File: src/rtl/u2c_pkg.sv
`timescale 1ns / 1ps
package u2c_pkg;

    localparam logic [7:0] QMARK    = 8'h3F;
    localparam logic [7:0] LEAD_C2  = 8'hC2;
    localparam logic [7:0] LEAD_D0  = 8'hD0;
    localparam logic [7:0] LEAD_D1  = 8'hD1;
    localparam logic [7:0] LEAD_D2  = 8'hD2;
    localparam logic [7:0] LEAD_E2  = 8'hE2;
    localparam int         QDEPTH   = 4;
    localparam int         QAW      = 2;

    // Class of a sequence: mapped to a row, bad, or needing more bytes
    typedef enum logic [1:0] {
        CLS_ROW  = 2'd0,
        CLS_BAD  = 2'd1,
        CLS_NEED = 2'd2
    } cls_t;

    typedef struct packed {
        cls_t       cls;
        logic [3:0] row;
    } cls_res_t;

    // Up to three result bytes of one input beat
    typedef struct packed {
        logic [1:0] cnt;
        logic [7:0] b0;
        logic [7:0] b1;
        logic [7:0] b2;
    } grp_t;

    localparam logic [7:0] CYR_MAP [256] = '{
        8'h00,8'h00,8'h00,8'h00,8'h00,8'h00,8'h00,8'h00,8'h98,8'h00,8'h00,8'h00,8'h00,8'h00,8'h00,8'h00,
        8'hA0,8'h00,8'h00,8'h00,8'hA4,8'h00,8'hA6,8'hA7,8'h00,8'hA9,8'h00,8'hAB,8'hAC,8'hAD,8'hAE,8'h00,
        8'hB0,8'hB1,8'h00,8'h00,8'h00,8'hB5,8'hB6,8'hB7,8'h00,8'h00,8'h00,8'hBB,8'h00,8'h00,8'h00,8'h00,
        8'h00,8'hA8,8'h80,8'h81,8'hAA,8'hBD,8'hB2,8'hAF,8'hA3,8'h8A,8'h8C,8'h8E,8'h8D,8'h00,8'hA1,8'h8F,
        8'hC0,8'hC1,8'hC2,8'hC3,8'hC4,8'hC5,8'hC6,8'hC7,8'hC8,8'hC9,8'hCA,8'hCB,8'hCC,8'hCD,8'hCE,8'hCF,
        8'hD0,8'hD1,8'hD2,8'hD3,8'hD4,8'hD5,8'hD6,8'hD7,8'hD8,8'hD9,8'hDA,8'hDB,8'hDC,8'hDD,8'hDE,8'hDF,
        8'hE0,8'hE1,8'hE2,8'hE3,8'hE4,8'hE5,8'hE6,8'hE7,8'hE8,8'hE9,8'hEA,8'hEB,8'hEC,8'hED,8'hEE,8'hEF,
        8'hF0,8'hF1,8'hF2,8'hF3,8'hF4,8'hF5,8'hF6,8'hF7,8'hF8,8'hF9,8'hFA,8'hFB,8'hFC,8'hFD,8'hFE,8'hFF,
        8'h00,8'hB8,8'h90,8'h83,8'hBA,8'hBE,8'hB3,8'hBF,8'hBC,8'h9A,8'h9C,8'h9E,8'h9D,8'h00,8'hA2,8'h9F,
        8'hA5,8'hB4,8'h00,8'h00,8'h00,8'h00,8'h00,8'h00,8'h00,8'h00,8'h00,8'h00,8'h00,8'h00,8'h00,8'h00,
        8'h00,8'h00,8'h00,8'h96,8'h97,8'h00,8'h00,8'h00,8'h91,8'h92,8'h82,8'h00,8'h93,8'h94,8'h84,8'h00,
        8'h86,8'h87,8'h95,8'h00,8'h00,8'h00,8'h85,8'h00,8'h00,8'h00,8'h00,8'h00,8'h00,8'h00,8'h00,8'h00,
        8'h89,8'h00,8'h00,8'h00,8'h00,8'h00,8'h00,8'h00,8'h8B,8'h9B,8'h00,8'h00,8'h00,8'h00,8'h00,8'h00,
        8'h00,8'h00,8'h00,8'h00,8'h00,8'h00,8'h00,8'h00,8'h00,8'h00,8'h00,8'h00,8'h88,8'h00,8'h00,8'h00,
        8'h00,8'h00,8'h00,8'h00,8'h00,8'h00,8'hB9,8'h00,8'h00,8'h00,8'h00,8'h00,8'h00,8'h00,8'h00,8'h00,
        8'h00,8'h00,8'h99,8'h00,8'h00,8'h00,8'h00,8'h00,8'h00,8'h00,8'h00,8'h00,8'h00,8'h00,8'h00,8'h00
    };

    function automatic logic is_lead(input logic [7:0] b);
        return b == LEAD_C2 || b == LEAD_D0 || b == LEAD_D1 || b == LEAD_D2 || b == LEAD_E2;
    endfunction

    // Classify a sequence of n bytes (1..3) at s0,s1,s2
    function automatic cls_res_t classify(input logic [7:0] s0, input logic [7:0] s1,
                                          input logic [7:0] s2, input logic [1:0] n);
        cls_res_t   r;
        logic [3:0] hi;
        logic [3:0] lo;
        logic [3:0] hi2;
        r.cls = CLS_BAD;
        r.row = 4'd0;
        hi  = s1[7:4];
        lo  = s1[3:0];
        hi2 = s2[7:4];
        if (n < 2'd2)
        begin
            r.cls = is_lead(s0) ? CLS_NEED : CLS_BAD;
        end
        else
        begin
            unique case (s0)
                LEAD_C2:
                    if (hi >= 4'd9 && hi <= 4'd11)
                    begin
                        r.cls = CLS_ROW;
                        r.row = hi - 4'd9;
                    end
                LEAD_D0:
                    if (hi >= 4'd8 && hi <= 4'd11)
                    begin
                        r.cls = CLS_ROW;
                        r.row = hi - 4'd5;
                    end
                LEAD_D1:
                    if (hi >= 4'd8 && hi <= 4'd9)
                    begin
                        r.cls = CLS_ROW;
                        r.row = hi - 4'd1;
                    end
                LEAD_D2:
                    if (hi == 4'd9)
                    begin
                        r.cls = CLS_ROW;
                        r.row = 4'd9;
                    end
                LEAD_E2:
                    if (hi == 4'd8 && (lo == 4'd0 || lo == 4'd2 || lo == 4'd4))
                    begin
                        if (n < 2'd3)
                            r.cls = CLS_NEED;
                        else if (lo == 4'd0 && hi2 >= 4'd9 && hi2 <= 4'd11)
                        begin
                            r.cls = CLS_ROW;
                            r.row = hi2 + 4'd1;
                        end
                        else if (lo == 4'd2 && hi2 == 4'd10)
                        begin
                            r.cls = CLS_ROW;
                            r.row = 4'd13;
                        end
                        else if (lo == 4'd4 && hi2 >= 4'd9 && hi2 <= 4'd10)
                        begin
                            r.cls = CLS_ROW;
                            r.row = hi2 + 4'd5;
                        end
                    end
                default: r.cls = CLS_BAD;
            endcase
        end
        return r;
    endfunction

    function automatic logic [7:0] map_byte(input logic [3:0] row, input logic [3:0] col);
        logic [7:0] v;
        v = CYR_MAP[{row, col}];
        return (v == 8'h00) ? QMARK : v;
    endfunction

endpackage

File: src/rtl/u2c_front.sv
`timescale 1ns / 1ps
module u2c_front (
    input  logic           clk,
    input  logic           rst_n,
    input  logic           take,
    input  logic [7:0]     in_byte,
    input  logic           end_of_stream,
    output u2c_pkg::grp_t  grp
);
    import u2c_pkg::*;

    logic [7:0] lead_reg, lead_next;
    logic [7:0] second_reg, second_next;
    logic [1:0] cnt_reg, cnt_next;

    // Decode the held bytes plus the new byte; at most three passes
    always_comb
    begin
        logic [7:0] buf_b [3];
        logic [1:0] n;
        logic [1:0] p;
        logic [1:0] oc;
        logic [7:0] ob [3];
        logic       stop;
        cls_res_t   r;
        logic [7:0] s1;
        logic [7:0] s2;
        logic [7:0] v;
        buf_b[0] = in_byte;
        buf_b[1] = in_byte;
        buf_b[2] = in_byte;
        n = 2'd1;
        if (cnt_reg == 2'd1)
        begin
            buf_b[0] = lead_reg;
            n = 2'd2;
        end
        else if (cnt_reg >= 2'd2)
        begin
            buf_b[0] = lead_reg;
            buf_b[1] = second_reg;
            n = 2'd3;
        end
        p = 2'd0;
        oc = 2'd0;
        ob[0] = QMARK;
        ob[1] = QMARK;
        ob[2] = QMARK;
        stop = 1'b0;
        lead_next = 8'h00;
        second_next = 8'h00;
        cnt_next = 2'd0;
        for (int i = 0; i < 3; i++)
        begin
            if (!stop && p < n)
            begin
                s1 = (p == 2'd0) ? buf_b[1] : buf_b[2];
                s2 = buf_b[2];
                v = QMARK;
                if (!buf_b[p][7])
                begin
                    v = buf_b[p];
                    p = p + 2'd1;
                end
                else
                begin
                    r = classify(buf_b[p], s1, s2, n - p);
                    priority case (r.cls)
                        CLS_NEED:
                        begin
                            cnt_next = n - p;
                            lead_next = buf_b[p];
                            second_next = s1;
                            stop = 1'b1;
                        end
                        CLS_ROW:
                        begin
                            if (buf_b[p] == LEAD_E2)
                            begin
                                v = map_byte(r.row, s2[3:0]);
                                p = p + 2'd3;
                            end
                            else
                            begin
                                v = map_byte(r.row, s1[3:0]);
                                p = p + 2'd2;
                            end
                        end
                        default: p = p + 2'd1;
                    endcase
                end
                if (!stop)
                begin
                    ob[oc] = v;
                    oc = oc + 2'd1;
                end
            end
        end
        // Flush held bytes as question marks
        if (end_of_stream)
        begin
            oc = oc + cnt_next;
            cnt_next = 2'd0;
            lead_next = 8'h00;
            second_next = 8'h00;
        end
        grp.cnt = oc;
        grp.b0 = ob[0];
        grp.b1 = ob[1];
        grp.b2 = ob[2];
    end

    // Hold the partial sequence
    always_ff @(posedge clk or negedge rst_n)
    begin
        if (!rst_n)
        begin
            cnt_reg <= 2'd0;
            lead_reg <= 8'h00;
            second_reg <= 8'h00;
        end
        else if (take)
        begin
            cnt_reg <= cnt_next;
            lead_reg <= lead_next;
            second_reg <= second_next;
        end
    end

    assert property (@(posedge clk) disable iff (!rst_n) cnt_reg != 2'd3)
        else $error("held count out of range");
    assert property (@(posedge clk) disable iff (!rst_n)
        take && end_of_stream |=> cnt_reg == 2'd0)
        else $error("bytes held after end of stream");
    assert property (@(posedge clk) disable iff (!rst_n)
        cnt_reg != 2'd0 |-> lead_reg[7])
        else $error("held lead below 0x80");
endmodule

File: src/rtl/u2c_back.sv
`timescale 1ns / 1ps
module u2c_back (
    input  logic           clk,
    input  logic           rst_n,
    input  logic           wr,
    input  u2c_pkg::grp_t  grp,
    output logic           q_full,
    output logic           empty,
    input  logic           pop,
    output logic [7:0]     out_byte,
    output logic           last_of_run
);
    import u2c_pkg::*;

    grp_t            q_reg [QDEPTH];
    logic [QAW-1:0]  wp_reg, rp_reg;
    logic [QAW:0]    cnt_reg;
    logic [1:0]      idx_reg;
    grp_t            head;
    logic            rd;
    logic            grp_done;

    assign head = q_reg[rp_reg];
    assign empty = (cnt_reg == '0);
    assign q_full = (cnt_reg == (QAW+1)'(QDEPTH));

    // Pick the current byte of the head group
    always_comb
    begin
        unique case (idx_reg)
            2'd0:    out_byte = head.b0;
            2'd1:    out_byte = head.b1;
            default: out_byte = head.b2;
        endcase
    end
    assign last_of_run = (idx_reg + 2'd1 == head.cnt);
    assign grp_done = pop && !empty && last_of_run;
    assign rd = grp_done;

    // Store groups that carry results only
    always_ff @(posedge clk)
    begin
        if (wr && grp.cnt != 2'd0)
            q_reg[wp_reg] <= grp;
    end

    // Advance pointers and byte index
    always_ff @(posedge clk or negedge rst_n)
    begin
        if (!rst_n)
        begin
            wp_reg <= '0;
            rp_reg <= '0;
            cnt_reg <= '0;
            idx_reg <= 2'd0;
        end
        else
        begin
            if (wr && grp.cnt != 2'd0)
                wp_reg <= wp_reg + 1'b1;
            if (rd)
                rp_reg <= rp_reg + 1'b1;
            cnt_reg <= cnt_reg + (QAW+1)'(wr && grp.cnt != 2'd0) - (QAW+1)'(rd);
            if (grp_done)
                idx_reg <= 2'd0;
            else if (pop && !empty)
                idx_reg <= idx_reg + 2'd1;
        end
    end

    assert property (@(posedge clk) disable iff (!rst_n)
        cnt_reg <= (QAW+1)'(QDEPTH))
        else $error("queue overflow");
    assert property (@(posedge clk) disable iff (!rst_n)
        empty |-> idx_reg == 2'd0)
        else $error("byte index set on empty queue");
    assert property (@(posedge clk) disable iff (!rst_n)
        !empty |-> head.cnt != 2'd0)
        else $error("empty group in queue");
endmodule

File: src/rtl/utf8_to_cp1251_stream.sv
`timescale 1ns / 1ps
// Each input beat's result bytes are registered as one group in a four-group queue.
// Throughput: one input beat per cycle while full is low; each gives zero to three
// output beats, drained one per cycle on pop, so full rises when output lags.
// Reset: rst_n clears held bytes and empties the queue asynchronously.
module utf8_to_cp1251_stream (
    input  logic       clk,
    input  logic       rst_n,
    input  logic       push,
    output logic       full,
    input  logic [7:0] in_byte,
    input  logic       end_of_stream,
    output logic       empty,
    input  logic       pop,
    output logic [7:0] out_byte,
    output logic       last_of_run
);
    import u2c_pkg::*;

    grp_t grp;
    logic take;

    assign take = push && !full;

    u2c_front u_front (
        .clk(clk), .rst_n(rst_n), .take(take),
        .in_byte(in_byte), .end_of_stream(end_of_stream), .grp(grp)
    );

    u2c_back u_back (
        .clk(clk), .rst_n(rst_n), .wr(take), .grp(grp), .q_full(full),
        .empty(empty), .pop(pop), .out_byte(out_byte), .last_of_run(last_of_run)
    );
endmodule
File: config.mk
export PLATFORM = sky130hd
export DESIGN_NAME = utf8_to_cp1251_stream
export DESIGN_NICKNAME = d
export VERILOG_FILES = /design/src/rtl/u2c_pkg.sv /design/src/rtl/u2c_front.sv /design/src/rtl/u2c_back.sv /design/src/rtl/utf8_to_cp1251_stream.sv
export SDC_FILE = /design/constraint.sdc
export NUM_CORES = 1
export LEC_CHECK = 0
export ABC_AREA = 1
export BUFFER_PORTS_ARGS = -buffer_cell sky130_fd_sc_hd__buf_2
export CAP_MARGIN = 10
export CORE_MARGIN = 4
export CORE_UTILIZATION = 30
export CTS_CLUSTER_DIAMETER = 150
export CTS_CLUSTER_SIZE = 10
export DETAILED_ROUTE_END_ITERATION = 12
export SLEW_MARGIN = 10
export SYNTH_ARGS = -nofsm -noshare
export SYNTH_HDL_FRONTEND = slang
export SYNTH_SLANG_ARGS = --single-unit
File: constraint.sdc
create_clock -name clk -period 9.75 [get_ports clk]
set_input_delay 0.4875 -clock clk [delete_from_list [all_inputs] [get_ports clk]]
set_output_delay 0.4875 -clock clk [all_outputs]
set_load 0.005 [all_outputs]
; ---- Word level (Yosys, flattened, before mapping)
; Memories as Yosys holds them, arrays and structs flattened.
; Cells that the tools add are included.
; Widths: inputs -> output; s select.
[op_classes]
addsub = 24
magnitude_cmp = 37
eq_ne = 35
muxes = 172
bitwise = 10
n_reduce_logical = 75
[ops]
columns = op, n
row1 = $mux 8, 61
row2 = $eq 8x8->1 const B, 15
row3 = $mux 24, 4
row4 = $mux 5, 18
row5 = $mux 2, 40
row6 = $pmux 4 s5, 3
row7 = $ge 9x9->1 const B, 6
row8 = $not 8->9, 6
row9 = $bwmux 24, 2
row10 = $logic_not 8->1, 6
row11 = $mux 4, 12
row12 = $mux 6, 6
row13 = $logic_and 1x1->1, 35
row14 = $bmux 8 s2, 2
row15 = $demux 8 s2, 2
row16 = $le 4x4->1 const B, 8
row17 = $pmux 2 s5, 3
row18 = $eq 4x4->1 const B, 7
row19 = $ge 4x4->1 const B, 7
row20 = $logic_or 1x1->1, 18
row21 = $mux 16, 1
row22 = $pmux 8 s2, 1
row23 = $mux 1, 15
row24 = $add 2x1->2 const B, 6
row25 = 29 further kinds, 69
[word_totals]
reg_bits = 27
ram_bits = 104
mem_bits_ro = 12288
input_bits = 13
output_inout_bits = 11
elab_cells = 367
n_memories = 7
[mem_list]
columns = memory, depth, word_bits, read_ports, rd_clocked_by_memory_dff, write_ports, line_no
row1 = (name not given), 256, 8, 1, 0, 0, u2c_pkg.sv:128  ; v = CYR_MAP[{row, col}];
row2 = (name not given), 256, 8, 1, 0, 0, u2c_pkg.sv:128
row3 = (name not given), 256, 8, 1, 0, 0, u2c_pkg.sv:128
row4 = (name not given), 256, 8, 1, 0, 0, u2c_pkg.sv:128
row5 = (name not given), 256, 8, 1, 0, 0, u2c_pkg.sv:128
row6 = (name not given), 256, 8, 1, 0, 0, u2c_pkg.sv:128
row7 = +1 memories, -, -, -, -, -, -

; ---- Logic depth before layout (Yosys ltp)
; Gate-level depths: netlist (run 1).
[depth]
depth_word = 64
ltp_mapped = 73
mapped_depth_nobuf = 69

; ---- Hierarchy
; A second synthesis (run 1) with hierarchy kept.
[unflattened]
cells_unflattened = 2410
area_unflattened_um2 = 15274.6
[modules_own_cells]
columns = module, instances, cells_each, area_per_inst_um2, seq_area_each_um2
row1 = u2c_front, 1, 2047, 10670.2, 450.4
row2 = u2c_back, 1, 361, 4594.4, 3348.2
row3 = utf8_to_cp1251_stream, 1, 2, 10.0, 0.0

; ---- Worst setup path after synthesis (run 1)
; No wires, ideal clock.
[synth_path]
path_type = reg-to-reg
from = register u_front.cnt_reg[1]
to = memory u_back.q_reg[0][0] in the netlist's numbering (enable)
setup_time_ns = 0.409
arrival_ns = 9.648
required_ns = 9.341
setup_slack_ns = -0.306
path_stages_with_launch = 64
path_buffers = 5
synth_period_minus_slack_ns = 10.056
path_cell_list = dfrtp_1 buf_4 clkbuf_1 nor2_1 a21oi_1 clkinv_1 ha_1 nand3_1 nor2_1 nand2_1 nand4_1 nand2_1 nand2_1 nand2_2 nand2_4 nand3_4 ha_1 buf_2 (+28 left out) ha_1 nand2_1 a21oi_2 inv_2 o31ai_1 and2_2 nand2_4 clkbuf_1 o21ai_0 inv_1 ha_1 or2_2 nand3_1 xnor2_1 inv_1 or2_1 nand2_2 nor2_1
[synth_rtl]
columns = element, line_no
row1 = "start, declared", u2c_front.sv:14  ; logic [1:0] cnt_reg, cnt_next;
row2 = "start signal, assigned", u2c_front.sv:124  ; cnt_reg <= cnt_next;
row3 = "end, declared", u2c_back.sv:15  ; grp_t q_reg [QDEPTH];

==> results.py, run 1 <==
metrics = {
    "synthesis": {
        "synth_warnings": 0,
        "synth-seq-area-share_pct": 25.06,
        "synth_edf_count": 104,
        "synth_seq_cells": 131,
        "syn-num-nets": 2496,
        "ys_async_sr_fraction_pct": 20.61,
        "syn-cell-area_sq_um": 15160,
        "yosysUniqueCellTypes": 72,
        "syn_avg_cell_area_sq_um": 6.234,
        "synthCells": 2431,
        "synthFlopType": "edfxtp_1",
    },
    "place": {
        "gp_congestion": 1.054,
        "place_inst": 3104,
        "dp_slack_ps": 84.39,
        "portBuffers": 23,
        "hpwl_mm": 50.34,
        "dpl_cell_area_sq_um": 16200,
    },
    "setup_path": {
        "worstPathRequired_ps": 10100,
        "cp-end-kind": "flop",
        "path_common_cell": "nand2_1",
        "critPathArrivalTime_ps": 9490,
        "path_max_fanout": 22,
        "critPathSlowestCell": "dfrtp_2",
        "slowest_delay_ps": 480,
        "r2r_start": "u_front.cnt_reg[1]",
        "path_class": "flop to flop",
        "rr_worst_depth": 58,
        "regToRegEndpoint": "u_back.cnt_reg[1]",
        "critPathLaunchType": "flop",
        "rrSetupSlack_ps": 610,
    },
    "layout": {
        "drive_gt1_share_pct": 12.09,
        "final_nets": 2525,
        "layout_commonest_cell": "nand2_1",
        "finalInstanceArea_sq_um": 17060,
        "fillCellCount": 5565,
        "multi_input_area_sq_um": 9704,
        "register_area_sq_um": 3800,
        "largest_register_ffs": 104,
        "area_growth_pct": 12.59,
        "final_cell_mix": "nand2_1 (614), nor2_1 (295), inv_1 (291)",
        "fin_cells": 3146,
    },
    "die": {
        "coreArea_sq_um": 50070,
        "fp.dieArea_sq_um": 54180,
        "num_io_pins": 24,
        "fp-row-count": 82,
        "chipWidth_microns": 232.8,
        "die_h_microns": 232.8,
        "start_util_pct": 30.27,
    },
    "route": {
        "drc": 0,
        "drt_iter0_markers": 2194,
        "drtPass1Iterations": 6,
        "wire_per_inst_microns": 20.71,
        "num_vias": 17560,
        "viasPerCell": 5.582,
        "antenna_left": 0,
        "wl_mm": 65.15,
    },
    "power": {
        "p_leak_nw": 7.586,
        "pwr_density_cell_nw_per_um2": 148.6,
        "ir_worst_vdd_uv": 130.7,
    },
    "timing": {
        "max_freq_ghz": 0.1094,
        "slew_viol_final": 0,
        "slew-limit-headroom_pct": 31.38,
        "period_share_pct": 93.71,
        "setup_slack_ps": 613.0,
        "setup_violations": 0,
        "period_minus_slack_ps": 9137,
        "tns_ps": 0,
        "skew_ps": 15.08,
        "finalHoldViolCount": 0,
        "worstMarginPinSlew_ps": 1016,
    },
    "clock_network": {
        "cts_max_path_buffers": 2,
        "cts_buffers": 17,
        "cts_tree": "built",
        "cts_max_level": 4,
        "cts-root-buf": "clkbuf_16",
        "clock_sinks": 131,
        "clock_latency_ps": 410,
        "postCtsHoldBufs": 0,
        "clk_pin_slew_ps": 70,
    },
    "run": {
        "maxCapViolCount": 0,
    },
    "global_route": {
        "grt_max_degree": 56,
        "track_usage_pct": 23.27,
        "grt_pass1_wl_mm": 98.53,
        "antenna_found_initial": 2,
        "grt_pass1_vias": 16420,
        "gr-total-overflow": 0,
    },
    "outcome": {
        "status": "completed",
    },
    "min_path": {
        "hp-class": "input port to async pin",
    },
}
==> critical path, delay by kind of cell, from the launching register on <==
| family | cells | cell delay (ps) |
|---|---|---|
| compound gates | 5 | 930 |
| xor+xnor | 1 | 120 |
| fa+ha+maj | 5 | 1250 |
| buf+inv | 16 | 2140 |
| flops | 1 | 480 |
| simple gates | 31 | 4140 |
==> repair_timing <==
action                     4_1_cts  5_1_grt
buffers inserted                 0        9
setup endpoints to repair        0      193
resized for setup                0       31
==> synthesized netlist by cell type, drive strengths merged, types with 5 or more instances <==
cell type | n | share of area (%)
nor2 | 318 | 8.5
nand3b | 5 | 0.25
clkinv | 8 | 0.20
inv | 316 | 7.8
a32o | 7 | 0.46
o21ai | 267 | 9.1
a31oi | 14 | 0.58
o2111ai | 6 | 0.35
a21oi | 100 | 3.6
o221ai | 11 | 0.64
nand3 | 216 | 7.7
edfxtp | 104 | 21
xor2 | 8 | 0.46
nor4 | 5 | 0.21
clkbuf | 66 | 1.6
xnor2 | 5 | 0.29
o211ai | 25 | 1.3
nor3 | 27 | 0.92
o311ai | 6 | 0.35
buf | 37 | 1.9
a211oi | 7 | 0.35
a221oi | 6 | 0.35
ha | 49 | 4.0
a22oi | 6 | 0.30
nand2 | 667 | 18
dfrtp | 27 | 4.5
nand4 | 26 | 1.3
o22ai | 48 | 2.0
a32oi | 5 | 0.29
o31ai | 7 | 0.35
==> report_power, final <==
| part | internal (mW) | leakage (nW) | total [mW] | switching [mW] |
|---|---|---|---|---|
| clock network | 0.456 | 0.310 | 0.696 | 0.240 |
| logic | 0.332 | 6.06 | 1.09 | 0.760 |
| registers | 0.705 | 1.21 | 0.748 | 0.0428 |
| total | 1.49 | 7.59 | 2.54 | 1.04 |
==> cell families (layout without fill, tap and decap cells) <==
kind of cell / count (synthesis) / after routing / synth area share [%]
simple gates: 1273 / 1273 / 37.13
compound gates: 535 / 535 / 21.08
buf+inv: 427 / 469 / 11.53
flops: 131 / 131 / 25.06
fa+ha+maj: 52 / 52 / 4.442
xor+xnor: 13 / 13 / 0.7513
other cells: 0 / 1 / 0
==> metal layers <==
metal  up-vias  wire length (microns)  global-route usage [%]
met3       182                   5733                   2.963
met1      8145                  26850                   31.03
met4         0                   3040                   9.339
met5         -                      0                       0
met2      1029                  29530                   38.18
li1       8206                      -                       -
==> worst max path at each step <==
stage,start,cells past startpoint,endpoint
2_1_floorplan,u_front.cnt_reg[1],63,u_back.q_reg[0][0]
3_3_place_gp,in_byte[7],62,u_back.cnt_reg[2]
3_5_place_dp,in_byte[7],64,u_back.cnt_reg[1]
4_1_cts,u_front.cnt_reg[1],59,u_back.cnt_reg[2]
5_1_grt,u_front.cnt_reg[1],64,u_back.q_reg[0][10]
6_report,u_front.cnt_reg[1],58,u_back.cnt_reg[1]
==> cell type report <==
type	count	share of cell area, %
clock buffer	17	2.493
timing repair buffer	113	4.920
antenna	1	0.01466
clock inverter	15	1.349
sequential	131	22.27
tap	672	4.927
inverter	324	7.156
multi-input combinational	1873	56.87
==> through the flow <==
stage	total power, mW	hold WS [ps]	util (%)
after floorplan	1.456	191.9	-
after global placement	1.825	471.1	32.36
after detailed placement	1.834	481.9	32.36
after CTS	2.533	104.8	33.67
after global routing	2.701	144.5	34.08
final	2.536	97.56	34.08
(Power assumes the default switching activity.)
==> run 2, diff against run 1 <==
MAX_ROUTING_LAYER = met4   (was not set)
PLACE_DENSITY_LB_ADDON = 0.05   (was not set)
==> run 2 against run 1 <==
Compared with the run above: critical path depth unchanged; total power down 1.1%; first-iteration DRC count down 24%; fmax up 1.1%; combinational power up 6%; highest routed layer unchanged.
==> results.py, run 2 (synthesis results as in run 1) <==
metrics = {
    "layout": {
        "final_nets": 2534,
        "final_cell_mix": "nand2_1 (612), nor2_1 (293), inv_1 (292)",
        "layout_commonest_cell": "nand2_1",
        "area_growth_pct": 12.64,
        "drive_gt1_share_pct": 12.85,
        "largest_register_ffs": 104,
        "fillCellCount": 5652,
    },
    "setup_path": {
        "path_class": "flop to flop",
        "cp-end-kind": "flop",
        "critPathSlowestCell": "fa_1",
        "path_max_fanout": 17,
        "rr_worst_depth": 58,
        "regToRegEndpoint": "u_back.cnt_reg[1]",
        "path_common_cell": "inv_1",
        "r2r_start": "u_front.cnt_reg[1]",
        "rrSetupSlack_ps": 710,
        "slowest_delay_ps": 560,
        "critPathArrivalTime_ps": 9410,
        "critPathLaunchType": "flop",
        "worstPathRequired_ps": 10130,
    },
    "route": {
        "antenna_left": 0,
        "viasPerCell": 5.509,
        "wl_mm": 72.79,
        "drtPass1Iterations": 5,
        "drc": 0,
        "num_vias": 17380,
        "wire_per_inst_microns": 23.07,
        "drt_iter0_markers": 1658,
    },
    "die": {
        "start_util_pct": 30.27,
        "fp-row-count": 82,
        "die_h_microns": 232.8,
        "num_io_pins": 24,
        "coreArea_sq_um": 50070,
        "chipWidth_microns": 232.8,
        "fp.dieArea_sq_um": 54180,
    },
    "place": {
        "gp_congestion": 0.9926,
        "portBuffers": 23,
        "dp_slack_ps": 146.3,
        "hpwl_mm": 56.99,
    },
    "global_route": {
        "antenna_found_initial": 1,
        "grt_pass1_wl_mm": 107.7,
        "track_usage_pct": 27.10,
        "grt_max_degree": 56,
        "grt_pass1_vias": 16510,
        "gr-total-overflow": 0,
    },
    "clock_network": {
        "cts_max_path_buffers": 2,
        "cts-root-buf": "clkbuf_16",
        "clk_pin_slew_ps": 70,
        "cts_tree": "built",
        "clock_latency_ps": 450,
        "clock_sinks": 131,
        "cts_max_level": 4,
        "cts_buffers": 17,
    },
    "timing": {
        "slew-limit-headroom_pct": 18.44,
        "period_minus_slack_ps": 9036,
        "setup_slack_ps": 714.3,
        "setup_violations": 0,
        "max_freq_ghz": 0.1107,
        "skew_ps": 17.10,
        "hold_ws_ps": 93.14,
        "slew_viol_final": 0,
        "period_share_pct": 92.67,
        "rsz0062_at_grt": "no",
        "finalHoldViolCount": 0,
        "worstMarginPinSlew_ps": 1219,
    },
    "outcome": {
        "status": "completed",
    },
    "power": {
        "ir_worst_vdd_uv": 130.5,
        "pwr_density_cell_nw_per_um2": 146.9,
        "p_leak_nw": 7.610,
    },
    "run": {
        "maxCapViolCount": 0,
    },
    "min_path": {
        "hp-class": "input port to async pin",
    },
}
[run 2: changes by cell type in the layout (fill, tap and decap cells not counted), moves of 3 or more]
cell       delta
o21ai_1       -4
bufinv_16     -4
nor2_4        +3
buf_12        -3
buf_4        +10
[run 2: critical path, delay by kind of cell, from the launching register on]
family                   cells  cell delay [ps]
AND/OR/NAND/NOR             26             3420
buffers and inverters       18             2220
adder cells (fa/ha/maj)      7             2010
AO/OA/AOI/OAI                6              700
flip-flops                   1              490
XOR/XNOR                     1              110
[run 2: per-stage QoR]
| step | TNS [ps] | area, sq um | instances | util [%] | power (mW) |
|---|---|---|---|---|---|
| final | 0 | 17070 | 3155 | 34.10 | 2.508 |
| after detailed placement | 0 | 16300 | 3116 | 32.55 | 1.880 |
| after global placement | 0 | 16300 | 3116 | 32.55 | 1.887 |
| after global routing | 0 | 17070 | 3155 | 34.10 | 2.681 |
| after floorplan | -31860 | 15160 | 2431 | - | 1.456 |
| after CTS | 0 | 16870 | 3148 | 33.69 | 2.516 |
[run 2: layer usage]
layer	global-route usage, %	up-vias	share of wire, %
met1	35.87	8353	44
met5	-	-	0
met3	2.302	139	5.6
li1	-	8219	-
met2	44.00	670	47
met4	8.704	0	3.6
[run 2: report_power, final]
part	leakage [nW]	switching [mW]	internal (mW)	total (mW)
clock network	0.278	0.271	0.357	0.628
registers	1.21	0.0250	0.705	0.730
logic	6.12	0.807	0.342	1.15
total	7.61	1.10	1.40	2.51
[run 2: what timing repair did]
action,in CTS,in global routing
setup endpoints to repair,0,193
hold buffers,0,0
gates resized for setup,0,44
buffers inserted,0,6
[run 2: worst max-delay path by stage]
stage | cells after the start | slack, ps | start | end
floorplan | 63 | -310 | u_front.cnt_reg[1] | u_back.q_reg[0][0]
CTS | 65 | 280 | u_front.cnt_reg[1] | u_back.q_reg[0][16]
global placement | 59 | 210 | in_byte[5] | u_back.q_reg[3][16]
finish | 58 | 710 | u_front.cnt_reg[1] | u_back.cnt_reg[1]
global route | 63 | 20 | u_front.cnt_reg[1] | u_back.cnt_reg[1]
detailed placement | 64 | 150 | in_byte[5] | u_back.q_reg[3][16]
[run 2: cell type report]
type | instances | area (sq um) | area share [%]
diodes | 1 | 2.502 | 0.01466
clock inverters | 15 | 147.6 | 0.8648
inverters | 324 | 1221 | 7.153
clock buffers | 17 | 425.4 | 2.492
multi-input cells | 1873 | 9757 | 57.15
well taps | 672 | 840.8 | 4.925
flip-flops and latches | 131 | 3800 | 22.26
repair buffers | 122 | 877.1 | 5.138
==> run 3, diff against run 2 <==
clock period = 11.65 ns   (was 9.75 ns; I/O delays follow)
==> run 3 against run 2 <==
Compared with the run above: hold slack better by 99 ps; final cell count is 1.5% lower; fmax is 16% lower; critical path depth up 5; global-route usage hardly changed; routed wire length up 0.21%; core utilization down 0.91 points; die area unchanged; clock skew is 0.83 ps higher; non-clock buffer count fell by 47; worst setup slack gained 230 ps; largest cell class unchanged.
==> results.py, run 3 (synthesis results as in run 1) <==
metrics = {
    "outcome": {
        "status": "completed",
    },
    "setup_path": {
        "path_max_fanout": 18,
        "slowest_delay_ps": 490,
        "path_class": "flop to flop",
        "worstPathRequired_ps": 12020,
        "crit_family": "simple AND/OR/NAND/NOR gates",
        "cp-end-kind": "flop",
        "path_common_cell": "inv_1",
        "cp_num_buf_inv": 17,
        "critPathArrivalTime_ps": 11080,
        "critPathSlowestCell": "dfrtp_2",
        "critPathLaunchType": "flop",
    },
    "route": {
        "antenna_left": 0,
        "drc": 0,
        "viasPerCell": 5.540,
        "wl_mm": 72.95,
        "wire_per_inst_microns": 23.47,
        "drtPass1Iterations": 6,
        "num_vias": 17220,
        "drt_iter0_markers": 1975,
    },
    "clock_network": {
        "cts_buffers": 17,
        "postCtsHoldBufs": 0,
        "clk_pin_slew_ps": 70,
        "cts_tree": "built",
        "clock_latency_ps": 430,
        "cts_max_level": 4,
        "cts-root-buf": "clkbuf_16",
        "cts_max_path_buffers": 2,
        "clock_sinks": 131,
    },
    "global_route": {
        "grt_max_degree": 56,
        "antenna_found_initial": 0,
        "grt_pass1_wl_mm": 108.3,
        "track_usage_pct": 27.08,
        "gr-total-overflow": 0,
        "grt_pass1_vias": 16510,
    },
    "timing": {
        "hold_ws_ps": 191.7,
        "slew_viol_final": 0,
        "max_freq_ghz": 0.09341,
        "worstMarginPinSlew_ps": 996.1,
        "period_share_pct": 91.89,
        "finalHoldViolCount": 0,
        "skew_ps": 17.93,
        "tns_ps": 0,
        "slew-limit-headroom_pct": 33.52,
        "setup_violations": 0,
        "rsz0062_at_grt": "no",
        "period_minus_slack_ps": 10710,
    },
    "layout": {
        "final_cell_mix": "nand2_1 (615), nor2_1 (296), inv_1 (292)",
        "area_growth_pct": 9.643,
        "n_antenna_cell": 0,
        "final_nets": 2488,
        "layout_commonest_cell": "nand2_1",
        "largest_register_ffs": 104,
        "drive_gt1_share_pct": 10.34,
    },
    "min_path": {
        "hp-class": "input port to async pin",
    },
    "die": {
        "coreArea_sq_um": 50070,
        "die_h_microns": 232.8,
        "start_util_pct": 30.27,
        "fp-row-count": 82,
        "fp.dieArea_sq_um": 54180,
        "chipWidth_microns": 232.8,
        "num_io_pins": 24,
    },
    "power": {
        "p_leak_nw": 7.382,
        "pwr_density_cell_nw_per_um2": 125.9,
        "ir_worst_vdd_uv": 88.88,
        "power_mw": 2.093,
    },
    "place": {
        "hpwl_mm": 56.19,
        "gp_congestion": 0.9791,
        "portBuffers": 23,
    },
    "run": {
        "maxCapViolCount": 0,
    },
}
==> run 3: final timing paths <==
path,start,slack [ps],endpoint,depth (start not counted)
setup / recovery,u_front.cnt_reg[1],940,u_back.cnt_reg[1],63
hold / removal,rst_n,190,u_back.cnt_reg[1],1
setup reg to reg,u_front.cnt_reg[1],940,u_back.cnt_reg[1],63
hold reg to reg,u_front.lead_reg[6],490,u_front.lead_reg[6],2
max in group asynchronous,rst_n,10970,u_front.cnt_reg[1],1
min in group clk,u_front.lead_reg[6],490,u_front.lead_reg[6],2
==> run 3: worst reg2reg max path, delay by kind of cell (launching register included) <==
kind / cells / cell delay [ps]
AND/OR/NAND/NOR: 31 / 4380
buffers and inverters: 17 / 2130
adder cells (fa/ha/maj): 7 / 1890
AO/OA/AOI/OAI: 7 / 1670
flip-flops: 1 / 490
XOR/XNOR: 1 / 120
==> run 3: final cells by class <==
class | instances | area [sq um]
Clock buffer | 17 | 425.4
Clock inverter | 15 | 160.2
Fill cell | 5702 | 33450
Inverter | 324 | 1222
Multi-Input combinational cell | 1874 | 9663
Sequential cell | 131 | 3800
Tap cell | 672 | 840.8
Timing Repair Buffer | 75 | 505.5
==> run 3: layer usage <==
| metal | global-route usage [%] | vias to the layer above | wire (microns) |
|---|---|---|---|
| met5 | - | - | 0 |
| li1 | - | 8110 | - |
| met1 | 36.51 | 8324 | 32870 |
| met3 | 2.926 | 119 | 4134 |
| met2 | 43.08 | 665 | 33770 |
| met4 | 7.938 | 0 | 2171 |
==> run 3: stage by stage <==
stage / utilization, % / setup slack [ps] / instances / cell area (sq um)
6_report: 33.19 / 944.8 / 3108 / 16620
5_1_grt: 33.19 / 12.04 / 3108 / 16620
4_1_cts: 33.10 / 504.4 / 3107 / 16570
3_5_place_dp: 31.93 / 99.61 / 3075 / 15990
3_3_place_gp: 31.93 / 354.8 / 3075 / 15990
2_1_floorplan: - / 1594 / 2431 / 15160
==> run 3: what timing repair did <==
item,4_1_cts,5_1_grt
setup buffers,0,0
gates resized for setup,0,12
endpoints found under the setup margin,0,190
==> run 3: power by group <==
part / leakage (nW) / total [mW] / internal [mW] / switching, mW
Sequential: 1.21 / 0.611 / 0.590 / 0.0211
Clock: 0.289 / 0.542 / 0.305 / 0.237
Combinational: 5.88 / 0.940 / 0.270 / 0.670
Total: 7.38 / 2.09 / 1.16 / 0.928
